## src/hdl/vbtp_pkg.sv

```systemverilog
package vbtp_pkg;

    localparam int ACT_W      = 2;
    localparam int COORD_W    = 6;
    localparam int CENTER_W   = 12;
    localparam int RADIUS_W   = 11;
    localparam int COUNT_W    = 19;
    localparam int STATUS_W   = 2;
    localparam int SIZE_W     = 7;
    localparam int PCT_W      = 7;
    localparam int CFG_IDX_W  = 2;
    localparam int PCT_SCALE  = 100;

    localparam logic [SIZE_W-1:0] SIZE_RESET = 7'd64;
    localparam logic [PCT_W-1:0]  PCT_RESET  = 7'd80;

    typedef enum logic [ACT_W-1:0] {
        ACT_WRITE = 2'd0,
        ACT_TEST  = 2'd1,
        ACT_PAINT = 2'd2,
        ACT_NONE  = 2'd3
    } t_action;

    typedef enum logic [STATUS_W-1:0] {
        ST_OK      = 2'd0,
        ST_OUTSIDE = 2'd1,
        ST_EMPTY   = 2'd2
    } t_status;

    typedef enum logic [CFG_IDX_W-1:0] {
        CFG_SIZE_X  = 2'd0,
        CFG_SIZE_Y  = 2'd1,
        CFG_SIZE_Z  = 2'd2,
        CFG_MIN_PCT = 2'd3
    } t_cfg_idx;

    // Commands from the controller to the datapath.
    typedef struct packed {
        logic in_ready;
        logic load;
        logic bnd;
        logic sq0;
        logic sqz;
        logic sqy;
        logic row;
        logic walk;
        logic next;
        logic wrd;
        logic wwr;
        logic clr;
        logic mul;
        logic emit;
    } t_cmd;

    // Status from the datapath to the controller.
    typedef struct packed {
        logic    in_valid;
        t_action act;
        logic    walk_ok;
        logic    write_ok;
        logic    x_last;
        logic    row_last;
        logic    slab_last;
        logic    clr_last;
        logic    out_busy;
    } t_stat;

endpackage

```

## src/hdl/vbtp_ctrl.sv

```systemverilog
module vbtp_ctrl import vbtp_pkg::*; (
    input  logic  i_clk,
    input  logic  i_rst_n,
    input  t_stat i_stat,
    output t_cmd  o_cmd
);

    typedef enum logic [12:0] {
        S_CLR  = 13'b0000000000001,
        S_IDLE = 13'b0000000000010,
        S_BND  = 13'b0000000000100,
        S_SQ0  = 13'b0000000001000,
        S_SQZ  = 13'b0000000010000,
        S_SQY  = 13'b0000000100000,
        S_ROW  = 13'b0000001000000,
        S_WALK = 13'b0000010000000,
        S_NEXT = 13'b0000100000000,
        S_WRD  = 13'b0001000000000,
        S_WWR  = 13'b0010000000000,
        S_MUL  = 13'b0100000000000,
        S_EMIT = 13'b1000000000000
    } t_state;

    t_state r_state, n_state;

    always_ff @(posedge i_clk) begin
        if (!i_rst_n) begin
            r_state <= S_CLR;
        end else begin
            r_state <= n_state;
        end
    end

    always_comb begin
        n_state = r_state;
        o_cmd   = '0;
        unique case (r_state)
            S_CLR: begin
                o_cmd.clr = 1'b1;
                if (i_stat.clr_last) begin
                    n_state = S_IDLE;
                end
            end
            S_IDLE: begin
                o_cmd.in_ready = 1'b1;
                if (i_stat.in_valid) begin
                    o_cmd.load = 1'b1;
                    n_state    = S_BND;
                end
            end
            S_BND: begin
                o_cmd.bnd = 1'b1;
                unique case (i_stat.act) inside
                    ACT_WRITE:           n_state = i_stat.write_ok ? S_WRD : S_EMIT;
                    ACT_TEST, ACT_PAINT: n_state = S_SQ0;
                    default:             n_state = S_EMIT;
                endcase
            end
            S_SQ0: begin
                o_cmd.sq0 = 1'b1;
                n_state   = i_stat.walk_ok ? S_SQZ : S_MUL;
            end
            S_SQZ: begin
                o_cmd.sqz = 1'b1;
                n_state   = S_SQY;
            end
            S_SQY: begin
                o_cmd.sqy = 1'b1;
                n_state   = S_ROW;
            end
            S_ROW: begin
                o_cmd.row = 1'b1;
                n_state   = S_WALK;
            end
            S_WALK: begin
                o_cmd.walk = 1'b1;
                if (i_stat.x_last) begin
                    n_state = S_NEXT;
                end
            end
            S_NEXT: begin
                o_cmd.next = 1'b1;
                if (i_stat.row_last && i_stat.slab_last) begin
                    n_state = S_MUL;
                end else if (i_stat.row_last) begin
                    n_state = S_SQZ;
                end else begin
                    n_state = S_SQY;
                end
            end
            S_WRD: begin
                o_cmd.wrd = 1'b1;
                n_state   = S_WWR;
            end
            S_WWR: begin
                o_cmd.wwr = 1'b1;
                n_state   = S_EMIT;
            end
            S_MUL: begin
                o_cmd.mul = 1'b1;
                n_state   = S_EMIT;
            end
            S_EMIT: begin
                if (!i_stat.out_busy) begin
                    o_cmd.emit = 1'b1;
                    n_state    = S_IDLE;
                end
            end
            default: begin
                n_state = S_CLR;
            end
        endcase
    end

`ifndef SYNTHESIS
    a_load_closes: assert property (@(posedge i_clk) disable iff (!i_rst_n)
        o_cmd.load |=> !o_cmd.in_ready)
        else $error("input still ready after a request was taken");

    a_load_to_bnd: assert property (@(posedge i_clk) disable iff (!i_rst_n)
        (i_stat.in_valid && o_cmd.in_ready) |=> (r_state == S_BND))
        else $error("accepted request did not start bound computation");

    a_state_onehot: assert property (@(posedge i_clk) disable iff (!i_rst_n)
        $onehot(r_state))
        else $error("controller state is not one-hot");
`endif

endmodule

```

## config.mk

```make
export PLATFORM = sky130hd
export DESIGN_NAME = vbtp_ctrl
export DESIGN_NICKNAME = d
export VERILOG_FILES = /design/src/hdl/vbtp_pkg.sv /design/src/hdl/vbtp_ctrl.sv
export SDC_FILE = /design/constraint.sdc
export NUM_CORES = 1
export LEC_CHECK = 0
export BUFFER_PORTS_ARGS = -buffer_cell sky130_fd_sc_hd__buf_2
export CAP_MARGIN = 0
export CORE_UTILIZATION = 40
export DETAILED_ROUTE_END_ITERATION = 8
export GPL_ROUTABILITY_DRIVEN = 0
export HOLD_SLACK_MARGIN = 0.02
export PLACE_DENSITY = 0.63
export SETUP_SLACK_MARGIN = 0.5
export SYNTH_ARGS = -nofsm -noshare
export SYNTH_HDL_FRONTEND = slang
export SYNTH_SLANG_ARGS = --single-unit
```

## constraint.sdc

```tcl
create_clock -name i_clk -period 1.8 [get_ports i_clk]
set_input_delay 0.09 -clock i_clk [delete_from_list [all_inputs] [get_ports i_clk]]
set_output_delay 0.09 -clock i_clk [all_outputs]
set_load 0.02 [all_outputs]
```

**After elaboration in Yosys (flattened, before gate mapping)**

Cells that the tools add are included.

- Multiplexer cells: 25
- Equality and inequality tests: 19
- Reduce and logical (&&, ||, !) cells: 5

Operators by type and width:

| kind | number |
|---|---|
| 13-bit one-hot mux with 12 select lines | 1 |
| 13-bit 2-to-1 mux | 6 |
| 13-bit one-hot mux with 2 select lines | 1 |
| 1-bit 2-to-1 mux | 14 |
| 13-bit by 1-bit == test with 1-bit output, second input constant | 1 |
| 13-bit by 10-bit == test with 1-bit output, second input constant | 1 |
| 13-bit by 11-bit == test with 1-bit output, second input constant | 1 |
| 13-bit by 12-bit == test with 1-bit output, second input constant | 1 |
| 13-bit == test, second input constant | 1 |
| 13-bit by 2-bit == test with 1-bit output, second input constant | 1 |
| 13-bit by 3-bit == test with 1-bit output, second input constant | 1 |
| 13-bit by 4-bit == test with 1-bit output, second input constant | 1 |
| 13-bit by 5-bit == test with 1-bit output, second input constant | 1 |
| 13-bit by 6-bit == test with 1-bit output, second input constant | 1 |
| 13-bit by 7-bit == test with 1-bit output, second input constant | 1 |
| 13-bit by 8-bit == test with 1-bit output, second input constant | 1 |
| 13-bit by 9-bit == test with 1-bit output, second input constant | 1 |
| 12-bit 2-to-1 mux | 1 |
| 2-bit inequality test, second input constant | 4 |
| 6-bit 2-to-1 mux | 1 |
| 4-bit AND reduction | 1 |
| 2-bit OR reduction | 2 |
| 2-bit by 1-bit == test with 1-bit output, second input constant | 1 |
| 2-bit == test, second input constant | 1 |
| other kinds (3) | 3 |

- Input port bits: 12
- Output and inout bits: 14
- Register bits: 13
- Word-level logic and storage cells: 50

**Depth between registers and ports, before layout**

Gate-level depths: netlist (run 1).

- Depth after elaboration: 4
- Depth in mapped cells: 6

**Least setup slack after synthesis (run 1)**

OpenSTA, ideal clock, no wires.

- Kind: reg-to-reg
- Start point: reg r_state[12]
- End point: reg r_state[6]
- Arrival: 1974 ps
- Stages on the path, launching flop included: 6
- Required time: 1738 ps
- Setup slack: -236 ps
- Library setup time: 62 ps
- Cells stage by stage: dfxtp_1 buf_2 nor4_4 nand3_1 nor4_1 and2_1

- Longest elaborated chain between the ends: 3
- Elaborated cells between the ends (all ways): 20
- Classes of those cells: 17 x eq/ne; 1 x mux; 2 x reduce/logical

Ends and longest elaborated chain:

| element | RTL line | RTL |
|---|---|---|
| start: declaration | vbtp_ctrl.sv:24 | `t_state r_state, n_state;` |
| start signal: assignment | vbtp_ctrl.sv:30 | `r_state <= n_state;` |
| 13-bit by 12-bit == test with 1-bit output (tied with other cells) | vbtp_ctrl.sv:37 | `unique case (r_state)` |
| 2-bit OR reduction (no line) or 2-bit inequality test (tied branches) | -- |  |
| 13-bit one-hot mux with 12 select lines or 4-bit AND reduction (tied branches) | -- |  |

Parallel ways exist; a longest one is shown, timed or not.
A chain may end at the register's enable or synchronous reset.

**Worst setup path after layout (run 1)**

- Start point: reg r_state[12]
- End point: reg r_state[0]

Same word-level chain as after synthesis.

==> flow_summary.rst, run 1 <==
.. list-table::
   :header-rows: 1

   * - Metric
     - Value
   * - Result of the run
     - complete, but fails checks
   * - Failing checks
     - setup timing
   * - Num ports
     - 26
   * - Asr flop ratio synth
     - 0%
   * - Flip-flop count of the largest register, all copies and words added
     - 13
   * - CP peak stage delay
     - approximately 0.38 ns
   * - Combinational share of power
     - 62.8%
   * - Path class of the lowest-slack min-delay path
     - input port to flip-flop
   * - Area of placed instances
     - 1230 µm²
   * - Clock-pin slew on the worst setup and hold paths
     - 0.08 ns
   * - Wire length per cell after detailed routing
     - ~17 µm
   * - Final Core Density
     - 78.1%
   * - Synth top cells by count
     - sky130_fd_sc_hd__nor2_1, sky130_fd_sc_hd__dfxtp_1, sky130_fd_sc_hd__inv_1, sky130_fd_sc_hd__nor3_1, sky130_fd_sc_hd__nand2_1
   * - Data arrival time of the critical path
     - 2.03 ns
   * - Non-Filler Cell Area, Final
     - approximately 1700 µm²
   * - Post-synthesis area per instance
     - roughly 8.4 µm²
   * - Initial DRT Pass Iterations
     - 4
   * - Post-detail-place hpwl
     - about 2000 µm
   * - Power per cell area
     - 893 nW/µm²
   * - Sequential fraction of design power
     - 25.1%
   * - Static leakage
     - a little over 0.7 nW
   * - Wire length reported by the detailed router
     - 3430 µm
   * - Via count of the first global-routing pass
     - approximately 1100
   * - Register with the highest flop count
     - r_state
   * - Fraction of power spent switching nets
     - about 42%
   * - Core Box Area
     - 2210 µm²
   * - CTS sink cnt
     - 13
   * - Total of flip-flops plus latches after synthesis
     - 13
   * - Final Cycle Share
     - 103%
   * - Final critical-path setup slack
     - -0.0611 ns
   * - GRT overflow
     - 0
   * - Clock H-tree levels
     - 1
   * - Mapped cell area
     - 935 µm²
   * - Worst-case clock skew
     - 0.00432 ns
   * - Most frequently used cell type in the post-synthesis netlist
     - sky130_fd_sc_hd__nor2_1
   * - Series of cell instances along the critical path
     - nor4_4 -> buf_4 -> o2111ai_4 -> nor3_4 -> o31ai_4 -> buf_6 -> or2_1
   * - Worst-Margin Slew
     - around 0.34 ns
   * - Global-route wire length before repair
     - between 5000 and 6000 µm
   * - Number of flops mapped to enable cells by yosys
     - 0
   * - I/O Buffers
     - 25
   * - Number of antenna violations at the first check in global routing
     - 0
   * - Yosys cell types
     - 44
   * - Latest clock arrival within the worst-skew pair
     - about 0.28 ns
   * - Layout net count
     - between 150 and 200
   * - Synth top area share
     - between 20% and 30%
   * - Area added between synthesis and finish
     - 84.7%
   * - Slowest cell on the critical path
     - sky130_fd_sc_hd__nor4_4
   * - Top delay family on crit path
     - simple AND/OR/NAND/NOR gates
   * - Die ar.
     - 2530 µm²
   * - Net count after synthesis
     - ~120
   * - Largest registers ranked by flip-flop count
     - r_state: 13 flops
   * - Hold-fix buffers, CTS
     - 0
   * - Worst Setup Start Kind
     - flip-flop
   * - Setup repair after global routing missed its margin
     - true
   * - Clock buffer depth
     - 2
   * - Number of routed nets with antenna violations
     - 0
   * - Number of diodes added for antenna fixing
     - 0
   * - Final Hold Vio Count
     - 0
   * - YS warnings
     - 0
   * - Initial core utilization
     - a little over two fifths
   * - Main area contributors after synthesis
     - sky130_fd_sc_hd__dfxtp_1, sky130_fd_sc_hd__nor2_1, sky130_fd_sc_hd__nor4_4
   * - Sum Neg Setup Slack
     - -0.134 ns
   * - TritonCTS clock tree
     - done
   * - Via Count
     - approximately 1200
   * - Post-route DRC
     - 0
   * - Final count of negative-setup-slack endpoints
     - 4
   * - Worst slew slack as a fraction of its limit
     - approximately 77%
   * - Total clock buffers created by CTS
     - 3
   * - Gate Count Post-Synth
     - between 100 and 150
   * - Row Count
     - 17
   * - Pint
     - about 0.9 mW
   * - Crit. End Element
     - flip-flop
   * - Net switching power
     - around 0.65 mW
   * - Pin count of the biggest net entering global routing
     - 10
   * - Max Fclk
     - approximately 0.54 GHz
   * - Fraction of layout cells with a size suffix above 1
     - roughly two thirds
   * - IR drop worst, VDD
     - roughly 0.56 mV
   * - Relative contribution of the clock network to total power
     - roughly an eighth
   * - Proportion of synthesized chip area in sequential cells
     - between 20 and 30%
   * - Via count normalized by instance count
     - ~5.8
   * - Critical Path Fanout Max
     - 4
   * - Number of max-capacitance violations reported
     - 0
   * - Required time at the worst-slack endpoint
     - about 2 ns
   * - Worst slack at placement
     - roughly 0.048 ns
   * - Final-report max-slew violation count
     - 0
   * - DRT iter0 DRCs
     - 24
   * - Cell chosen for the clock root
     - sky130_fd_sc_hd__clkbuf_4
   * - WS Path Type
     - flip-flop to flip-flop
   * - Horizontal die dimension
     - just over 50 µm
   * - Die span in y
     - 50.3 µm
   * - Dominant synthesized flop cell
     - sky130_fd_sc_hd__dfxtp_1
   * - Post-route minimum period
     - roughly 1.9 ns
   * - Number of buffer and inverter instances along the worst setup path
     - 2
   * - Global Route Usage Sum
     - roughly 28%
   * - Cell taking the most area after synthesis
     - sky130_fd_sc_hd__dfxtp_1
-- cell usage in the layout (no fill, tap or decap), types with 3 or more instances in the layout --
cell	instances
sky130_fd_sc_hd__a21oi_1	3
sky130_fd_sc_hd__buf_2	13
sky130_fd_sc_hd__buf_4	34
sky130_fd_sc_hd__buf_6	15
sky130_fd_sc_hd__clkbuf_4	3
sky130_fd_sc_hd__dfxtp_2	5
sky130_fd_sc_hd__dfxtp_4	7
sky130_fd_sc_hd__inv_1	7
sky130_fd_sc_hd__nand2_1	4
sky130_fd_sc_hd__nand4_1	3
sky130_fd_sc_hd__nor2_1	10
sky130_fd_sc_hd__nor2_4	4
sky130_fd_sc_hd__nor3_1	4
sky130_fd_sc_hd__nor3b_4	3
sky130_fd_sc_hd__nor4_4	4
sky130_fd_sc_hd__nor4b_4	3
sky130_fd_sc_hd__xor2_1	3
-- through the flow --
step	hold WS, ns	cells	power, mW
finish	0.0762	200	1.54
CTS	0.0812	197	1.45
global placement	0.342	168	0.939
global route	0.0922	200	1.61
floorplan	0.207	111	0.831
detailed placement	0.354	168	0.947
-- timing repair --
item,4_1_cts,5_1_grt
buffers inserted,25,3
gates resized for setup,62,9
pin swaps,25,8
setup endpoints to repair,27,27
-- cell type report --
type / instances / area (µm²)
Clock buffer: 4 / 26.3
Multi-Input combinational cell: 85 / 853
Fill cell: 154 / 485
Inverter: 8 / 30.0
Tap cell: 28 / 35.0
Timing Repair Buffer: 62 / 489
Sequential cell: 13 / 293
-- tightest hold or removal path, stage by stage --
cell                      delay, ns
sky130_fd_sc_hd__buf_2         0.09
sky130_fd_sc_hd__a32oi_1       0.05
sky130_fd_sc_hd__nor2_1        0.09
-- cell families after synthesis --
group	after synthesis	synth area share [%]
AOI/OAI and AO/OA	15	11.8
DFF	13	27.8
muxes	1	1.07
xor gates and xnor gates	6	5.62
and+or+nand+nor	62	46.1
buffers and inverters	13	6.29
adders and majority gates	1	1.34
-- final timing paths --
kind	endpoint	startpoint	cells after the start	slack [ns]
worst max-delay path	r_state[0]	r_state[12]	7	-0.06
worst min-delay path	r_state[4]	i_stat[6]	3	0.08
worst max register to register	r_state[0]	r_state[12]	7	-0.06
worst min register to register	r_state[6]	r_state[6]	3	0.74
-- metal layers --
layer	up-vias	part of all wire (%)	global-route usage [%]
met5	-	0	0
met4	0	3.6	17.6
met2	50	53	49.8
met1	559	39	29.5
met3	16	4.4	5.15
li1	526	-	-
-- power by group through the flow --
stage                     clock network, mW  registers, mW  logic (mW)
after floorplan                           0          0.343       0.488
after global placement                    0          0.383       0.556
after detailed placement                  0          0.386       0.561
after CTS                             0.183          0.384       0.884
after global routing                  0.200          0.392        1.02
final                                 0.187          0.387       0.968
Note: power is estimated with default switching activity, not from simulation.
==> inputs of run 2 (changes only) <==
--- a/config.mk
+++ b/config.mk
@@ -5,13 +5,14 @@
 export SDC_FILE = /design/constraint.sdc
 export NUM_CORES = 1
 export LEC_CHECK = 0
-export BUFFER_PORTS_ARGS = -buffer_cell sky130_fd_sc_hd__buf_2
 export CAP_MARGIN = 0
+export CORE_MARGIN = 5
 export CORE_UTILIZATION = 40
 export DETAILED_ROUTE_END_ITERATION = 8
+export DONT_BUFFER_PORTS = 1
 export GPL_ROUTABILITY_DRIVEN = 0
 export HOLD_SLACK_MARGIN = 0.02
-export PLACE_DENSITY = 0.63
+export PLACE_DENSITY = 0.53
 export SETUP_SLACK_MARGIN = 0.5
 export SYNTH_ARGS = -nofsm -noshare
 export SYNTH_HDL_FRONTEND = slang
==> run 2 against run 1 <==
Compared with the run above:
- total power is 2.9% higher
- the flow still finishes with violations (setup timing)
- global-route usage fell by 8.4 points
- sequential share of layout area decreased by 0.12 points
- sequential cell count unchanged
- non-clock buffer count decreased by 9
- clock power is 5% lower
==> flow_summary.rst, run 2 (synthesis gave the netlist of run 1 again) <==
.. list-table::
   :header-rows: 1

   * - Metric
     - Value
   * - Result of the run
     - complete, but fails checks
   * - Failing checks
     - setup timing
   * - Required time at the worst-slack endpoint
     - 1.71 ns (-0.26 ns)
   * - Register with the highest flop count
     - r_state
   * - Area added between synthesis and finish
     - 85.3%
   * - Via Count
     - 1063 (-7.6%)
   * - Slowest cell on the critical path
     - sky130_fd_sc_hd__dfxtp_4
   * - Total clock buffers created by CTS
     - 3 (unchanged)
   * - Static leakage
     - 0.690 nW (-4.2%)
   * - Crit. End Element
     - output port
   * - Sequential fraction of design power
     - 24.6% (-0.5 points)
   * - I/O Buffers
     - 0 (-100%)
   * - Combinational share of power
     - 64.2% (+1.4 points)
   * - Leading cell type in the layout, fill and taps excluded
     - sky130_fd_sc_hd__buf_4
   * - Clock-pin slew on the worst setup and hold paths
     - 0.08 ns (about the same)
   * - Post-layout power
     - 1.59 mW (+2.9%)
   * - Pint
     - 0.943 mW (+5.7%)
   * - Largest registers ranked by flip-flop count
     - r_state: 13 flops
   * - Relative contribution of the clock network to total power
     - 11.2% (-0.9 points)
   * - Non-filler instance count after layout
     - 191 (-4.5%)
   * - Fraction of power spent switching nets
     - 40.5% (-1.6 points)
   * - Max Fclk
     - 0.543 GHz (+1.1%)
   * - Fraction of layout cells with a size suffix above 1
     - 60.7% (-5.0 points)
   * - DRT iter0 DRCs
     - 12 (-50%)
   * - Setup repair after global routing missed its margin
     - true
   * - Worst Setup Start Kind
     - flip-flop
   * - Series of cell instances along the critical path
     - nor4_4 -> buf_4 -> nand4b_4 -> nor3b_4 -> buf_6
   * - Area of placed instances
     - 1180 µm² (-4.7%)
   * - Latest clock arrival within the worst-skew pair
     - 0.27 ns (about the same)
   * - Die ar.
     - 3400 µm² (+34%)
   * - Initial core utilization
     - 42.3% (unchanged)
   * - Clock buffer depth
     - 2 (unchanged)
   * - Final critical-path setup slack
     - -0.0417 ns (+0.0194 ns)
   * - Hold_sp
     - i_stat[3]
   * - Non-Filler Cell Area, Final
     - 1730 µm² (+0.29%)
   * - Worst slew slack as a fraction of its limit
     - 75.2% (-1.6 points)
   * - Initial DRT Pass Iterations
     - 4 (unchanged)
   * - Commonest cells after routing, fill and taps aside
     - sky130_fd_sc_hd__buf_4, sky130_fd_sc_hd__buf_6, sky130_fd_sc_hd__nor2_1
   * - Global-route wire length before repair
     - 5060 µm (-2.5%)
   * - Die span in y
     - 58.3 µm (+16%)
   * - Clock H-tree levels
     - 1 (unchanged)
   * - WHS Path Cells
     - 3 (unchanged)
   * - Wire length reported by the detailed router
     - 3250 µm (-5.4%)
   * - Final Cycle Share
     - 102% (-1.1 points)
   * - Core Box Area
     - 2210 µm² (unchanged)
   * - Post-detail-place hpwl
     - 1880 µm (-4.4%)
   * - Horizontal die dimension
     - 58.3 µm (+16%)
   * - Number of max-capacitance violations reported
     - 0 (unchanged)
   * - Worst reg-to-reg path cell count
     - 7 (unchanged)
   * - Global Route Usage Sum
     - 19.4% (-8.4 points)
   * - Layout net count
     - 177 (-4.8%)
   * - Number of antenna violations at the first check in global routing
     - 0 (unchanged)
   * - Reg-to-Reg Start
     - r_state[12]
   * - Final count of negative-setup-slack endpoints
     - 3 (-1)
   * - Num ports
     - 26 (unchanged)
   * - Post-route minimum period
     - 1.84 ns (-0.0194 ns)
   * - Critical Path Fanout Max
     - 4 (unchanged)
   * - Flip-flop count of the largest register, all copies and words added
     - 13 (unchanged)
   * - Power per cell area
     - 916 nW/µm² (+2.6%)
   * - Path class of the lowest-slack min-delay path
     - input port to flip-flop
   * - WS Path Type
     - flip-flop to output port
   * - Via count normalized by instance count
     - 5.57 (-3.3%)
   * - Final-report max-slew violation count
     - 0 (unchanged)
   * - TritonCTS clock tree
     - done
   * - Setup slack, reg-to-reg
     - 0.05 ns (+0.11 ns)
   * - IR drop worst, VDD
     - 0.563 mV (+0.30%)
   * - Data arrival time of the critical path
     - 1.75 ns (-0.28 ns)
   * - Worst hold margin
     - 0.0203 ns (-0.0558 ns)
   * - CTS sink cnt
     - 13 (unchanged)
   * - CP peak stage delay
     - 0.36 ns (-0.02 ns)
   * - Worst R2R End
     - r_state[2]
   * - Sum Neg Setup Slack
     - -0.0581 ns (+0.0755 ns)
   * - Number of diodes added for antenna fixing
     - 0 (unchanged)
   * - Worst-case clock skew
     - 0.00187 ns (-0.00245 ns)
   * - GRT overflow
     - 0 (unchanged)
   * - Net switching power
     - 0.643 mW (-0.95%)
   * - Cell Count Post-Placement
     - 152 (-9.5%)
   * - Final Hold Vio Count
     - 0 (unchanged)
   * - Cell chosen for the clock root
     - sky130_fd_sc_hd__clkbuf_4
   * - Pin count of the biggest net entering global routing
     - 10 (unchanged)
   * - Endpoint of the worst hold path
     - r_state[5]
   * - Worst-Margin Slew
     - 0.368 ns (+0.0239 ns)
   * - Post-route DRC
     - 0 (unchanged)
   * - Number of routed nets with antenna violations
     - 0 (unchanged)
   * - Row Count
     - 17 (unchanged)
   * - Wire length per cell after detailed routing
     - 17.0 µm (-0.93%)
   * - Via count of the first global-routing pass
     - 1115 (-1.6%)
run 2: changes by cell type in the layout (fill, tap and decap cells not counted), sizes merged:
| cell | before | now |
|---|---|---|
| buf | 62 | 46 |
| dlygate4sd3 | 0 | 7 |
run 2: layout make-up:
type | count | area [µm²]
sequential | 13 | 292
multi-input combinational | 85 | 870
timing repair buffer | 53 | 477
fill | 151 | 480
tap | 28 | 35.0
inverter | 8 | 32.5
clock buffer | 4 | 26.3
run 2: power by group through the flow:
| stage | Clock, mW | Combinational [mW] | Sequential, mW |
|---|---|---|---|
| after CTS | 0.186 | 0.854 | 0.398 |
| after floorplan | 0 | 0.488 | 0.343 |
| final | 0.178 | 1.02 | 0.390 |
| after detailed placement | 0 | 0.533 | 0.386 |
| after global routing | 0.199 | 1.07 | 0.396 |
| after global placement | 0 | 0.531 | 0.384 |
run 2: what timing repair did:
action                     4_1_cts  5_1_grt
buffers inserted                20        8
pin swaps                       21       11
hold buffers                     7        0
hold endpoints to repair        12        0
setup endpoints to repair       27       27
gates resized for setup         56        6
run 2: how the worst max path moves through the flow:
stage	start	endpoint	slack, ns	cells after the start
2_1_floorplan	r_state[6]	r_state[11]	0.08	5
3_3_place_gp	r_state[0]	r_state[12]	0.05	5
3_5_place_dp	r_state[0]	r_state[0]	0.008	5
4_1_cts	r_state[8]	o_cmd[11]	-0.02	5
5_1_grt	r_state[12]	o_cmd[11]	-0.10	5
6_report	r_state[12]	o_cmd[11]	-0.04	5
run 2: worst max-delay path: cells and delay by family (launching register included):
family | cells | cell delay [ns]
flops | 1 | 0.36
buf+inv | 2 | 0.35
simple gates | 3 | 0.76
run 2: metrics by stage:
stage	utilization [%]	setup slack, ns
after floorplan	-	0.0847
after global placement	53.2	0.0500
after detailed placement	53.2	0.00760
after CTS	74.4	-0.0190
after global routing	78.3	-0.104
final	78.3	-0.0417
run 2: routing by layer:
metal	track usage, %	vias up	wire (µm)
li1	-	515	-
met4	10.3	0	78
met1	23.0	512	1440
met2	32.9	27	1610
met5	0	-	0
met3	3.51	9	122
==> inputs of run 3 (changes only) <==
--- a/config.mk
+++ b/config.mk
@@ -11,8 +11,10 @@
 export DETAILED_ROUTE_END_ITERATION = 8
 export DONT_BUFFER_PORTS = 1
 export GPL_ROUTABILITY_DRIVEN = 0
+export GPL_TIMING_DRIVEN = 0
 export HOLD_SLACK_MARGIN = 0.02
 export PLACE_DENSITY = 0.53
+export REMOVE_ABC_BUFFERS = 1
 export SETUP_SLACK_MARGIN = 0.5
 export SYNTH_ARGS = -nofsm -noshare
 export SYNTH_HDL_FRONTEND = slang
==> run 3 against run 2 <==
Compared with the run above:
- the run still ends with setup timing left
- non-clock buffer count decreased by 16
- critical path depth is the same
- first-iteration DRC count rose to 2.8 times the previous value
- critical path type unchanged
- largest power group unchanged
==> flow_summary.rst, run 3 (synthesis gave the netlist of run 1 again) <==
.. list-table::
   :header-rows: 1

   * - Metric
     - Value
   * - Commonest cells after routing, fill and taps aside
     - sky130_fd_sc_hd__buf_4, sky130_fd_sc_hd__buf_6, sky130_fd_sc_hd__nor2_1
   * - Via count of the first global-routing pass
     - 978 (-12%)
   * - Result of the run
     - complete, but fails checks
   * - Register with the highest flop count
     - r_state
   * - Fraction of layout cells with a size suffix above 1
     - 57.8% (-2.9 points)
   * - Total clock buffers created by CTS
     - 3 (unchanged)
   * - Layout net count
     - 161 (-9.0%)
   * - Final-report max-slew violation count
     - 0 (unchanged)
   * - Post-route minimum period
     - 1.83 ns (-0.0140 ns)
   * - Worst-case clock skew
     - 0.0119 ns (+0.0101 ns)
   * - Initial DRT Pass Iterations
     - 4 (unchanged)
   * - Area added between synthesis and finish
     - 73.4%
   * - Clock H-tree levels
     - 1 (unchanged)
   * - Worst slew slack as a fraction of its limit
     - 64.6% (-11 points)
   * - Non-Filler Cell Area, Final
     - 1620 µm² (-6.4%)
   * - Leading cell type in the layout, fill and taps excluded
     - sky130_fd_sc_hd__buf_4
   * - Die span in y
     - 58.3 µm (unchanged)
   * - Max Fclk
     - 0.547 GHz (+0.77%)
   * - Number of max-capacitance violations reported
     - 0 (unchanged)
   * - Via Count
     - 1029 (-3.2%)
   * - CTS sink cnt
     - 13 (unchanged)
   * - Core Box Area
     - 2210 µm² (unchanged)
   * - Row Count
     - 17 (unchanged)
   * - WS Path Type
     - flip-flop to output port
   * - Num ports
     - 26 (unchanged)
   * - Via count normalized by instance count
     - 5.88 (+5.7%)
   * - Wire length reported by the detailed router
     - 3190 µm (-1.7%)
   * - Number of antenna violations at the first check in global routing
     - 0 (unchanged)
   * - Worst-Margin Slew
     - 0.529 ns (+0.161 ns)
   * - Static leakage
     - 0.598 nW (-13%)
   * - Final Hold Vio Count
     - 0 (unchanged)
   * - Required time at the worst-slack endpoint
     - 1.71 ns (about the same)
   * - Global Route Usage Sum
     - 18.5% (-0.91 points)
   * - Data arrival time of the critical path
     - 1.74 ns (about the same)
   * - Flip-flop count of the largest register, all copies and words added
     - 13 (unchanged)
   * - Worst Setup Start Kind
     - flip-flop
   * - Setup repair after global routing missed its margin
     - true
   * - Worst hold margin
     - 0.0374 ns (+0.0171 ns)
   * - Final count of negative-setup-slack endpoints
     - 2 (-1)
   * - Clock-pin slew on the worst setup and hold paths
     - 0.09 ns (about the same)
   * - Crit. End Element
     - output port
   * - IR drop worst, VDD
     - 0.697 mV (+24%)
   * - Final Cycle Share
     - 102% (-0.78 points)
   * - Horizontal die dimension
     - 58.3 µm (unchanged)
   * - Post-route DRC
     - 0 (unchanged)
   * - Cell chosen for the clock root
     - sky130_fd_sc_hd__clkbuf_4
   * - TritonCTS clock tree
     - done
   * - Path class of the lowest-slack min-delay path
     - input port to flip-flop
   * - Initial core utilization
     - 42.3% (unchanged)
   * - GRT overflow
     - 0 (unchanged)
   * - Sum Neg Setup Slack
     - -0.0285 ns (+0.0297 ns)
   * - Final critical-path setup slack
     - -0.0277 ns (+0.0140 ns)
   * - Pin count of the biggest net entering global routing
     - 11 (+1)
   * - Clock buffer depth
     - 2 (unchanged)
   * - Setup slack, reg-to-reg
     - 0.01 ns (-0.04 ns)
   * - I/O Buffers
     - 0 (unchanged)
   * - Number of diodes added for antenna fixing
     - 0 (unchanged)
   * - Largest registers ranked by flip-flop count
     - r_state: 13 flops
   * - Area of placed instances
     - 941 µm² (-20%)
   * - Die ar.
     - 3400 µm² (unchanged)
   * - Latest clock arrival within the worst-skew pair
     - 0.28 ns (about the same)
   * - Post-detail-place hpwl
     - 1760 µm (-6.2%)
   * - Power per cell area
     - 958 nW/µm² (+4.5%)
   * - Critical Path Fanout Max
     - 6 (+2)
   * - DRT iter0 DRCs
     - 34 (+22)
   * - Failing checks
     - setup timing
   * - Number of routed nets with antenna violations
     - 0 (unchanged)
   * - Global-route wire length before repair
     - 4850 µm (-4.1%)
   * - Post-layout power
     - 1.55 mW (-2.2%)
   * - Wire length per cell after detailed routing
     - 18.2 µm (+7.3%)
## run 3: cell count changes in the layout (fill, tap and decap cells not counted), sizes merged
| cell | delta |
|---|---|
| dlygate4sd3 | -1 |
| buf | -15 |
## run 3: metal layers
layer	track usage, %	share of wire [%]	up-vias
met2	30.6	48	38
met3	4.39	5.8	9
met4	5.63	2.5	0
met1	23.6	44	502
li1	-	-	480
met5	0	0	-
## run 3: critical path: stages, from the launching register on
cell and delay [ns]:
sky130_fd_sc_hd__dfxtp_4 0.37, sky130_fd_sc_hd__nor4_4 0.27, sky130_fd_sc_hd__buf_6 0.16, sky130_fd_sc_hd__buf_6 0.11, sky130_fd_sc_hd__nand4b_4 0.13, sky130_fd_sc_hd__nor3b_4 0.40
## run 3: what timing repair did
item / CTS / global route
pin swaps: 23 / 16
setup buffers: 19 / 12
hold endpoints to repair: 12 / 0
setup endpoints to repair: 27 / 27
hold buffers: 6 / 0
resized for setup: 66 / 20
## run 3: metrics by stage
step	cells	utilization, %	setup slack [ns]
detailed placement	134	42.5	-0.477
floorplan	106	-	-0.203
global placement	134	42.5	-0.457
finish	175	73.2	-0.0277
CTS	163	65.2	-0.0160
global route	175	73.2	-0.113
## run 3: cell type report
cell class	count	area [µm²]
multi-input cells	85	886
fillers	140	592
repair buffers	37	342
flip-flops and latches	13	297
inverters	8	35.0
well taps	28	35.0
clock buffers	4	26.3
## run 3: power by group
group / internal (mW) / total (mW) / switching [mW]
sequential: 0.313 / 0.376 / 0.0633
combinational: 0.492 / 0.985 / 0.493
clock: 0.0859 / 0.190 / 0.104
total: 0.891 / 1.55 / 0.660
## run 3: final timing paths
check	start	endpoint	cells after the start
worst max-delay path	r_state[7]	o_cmd[11]	5
worst min-delay path	i_stat[4]	r_state[7]	2
worst max register to register	r_state[7]	r_state[0]	7
worst min register to register	r_state[2]	r_state[10]	4
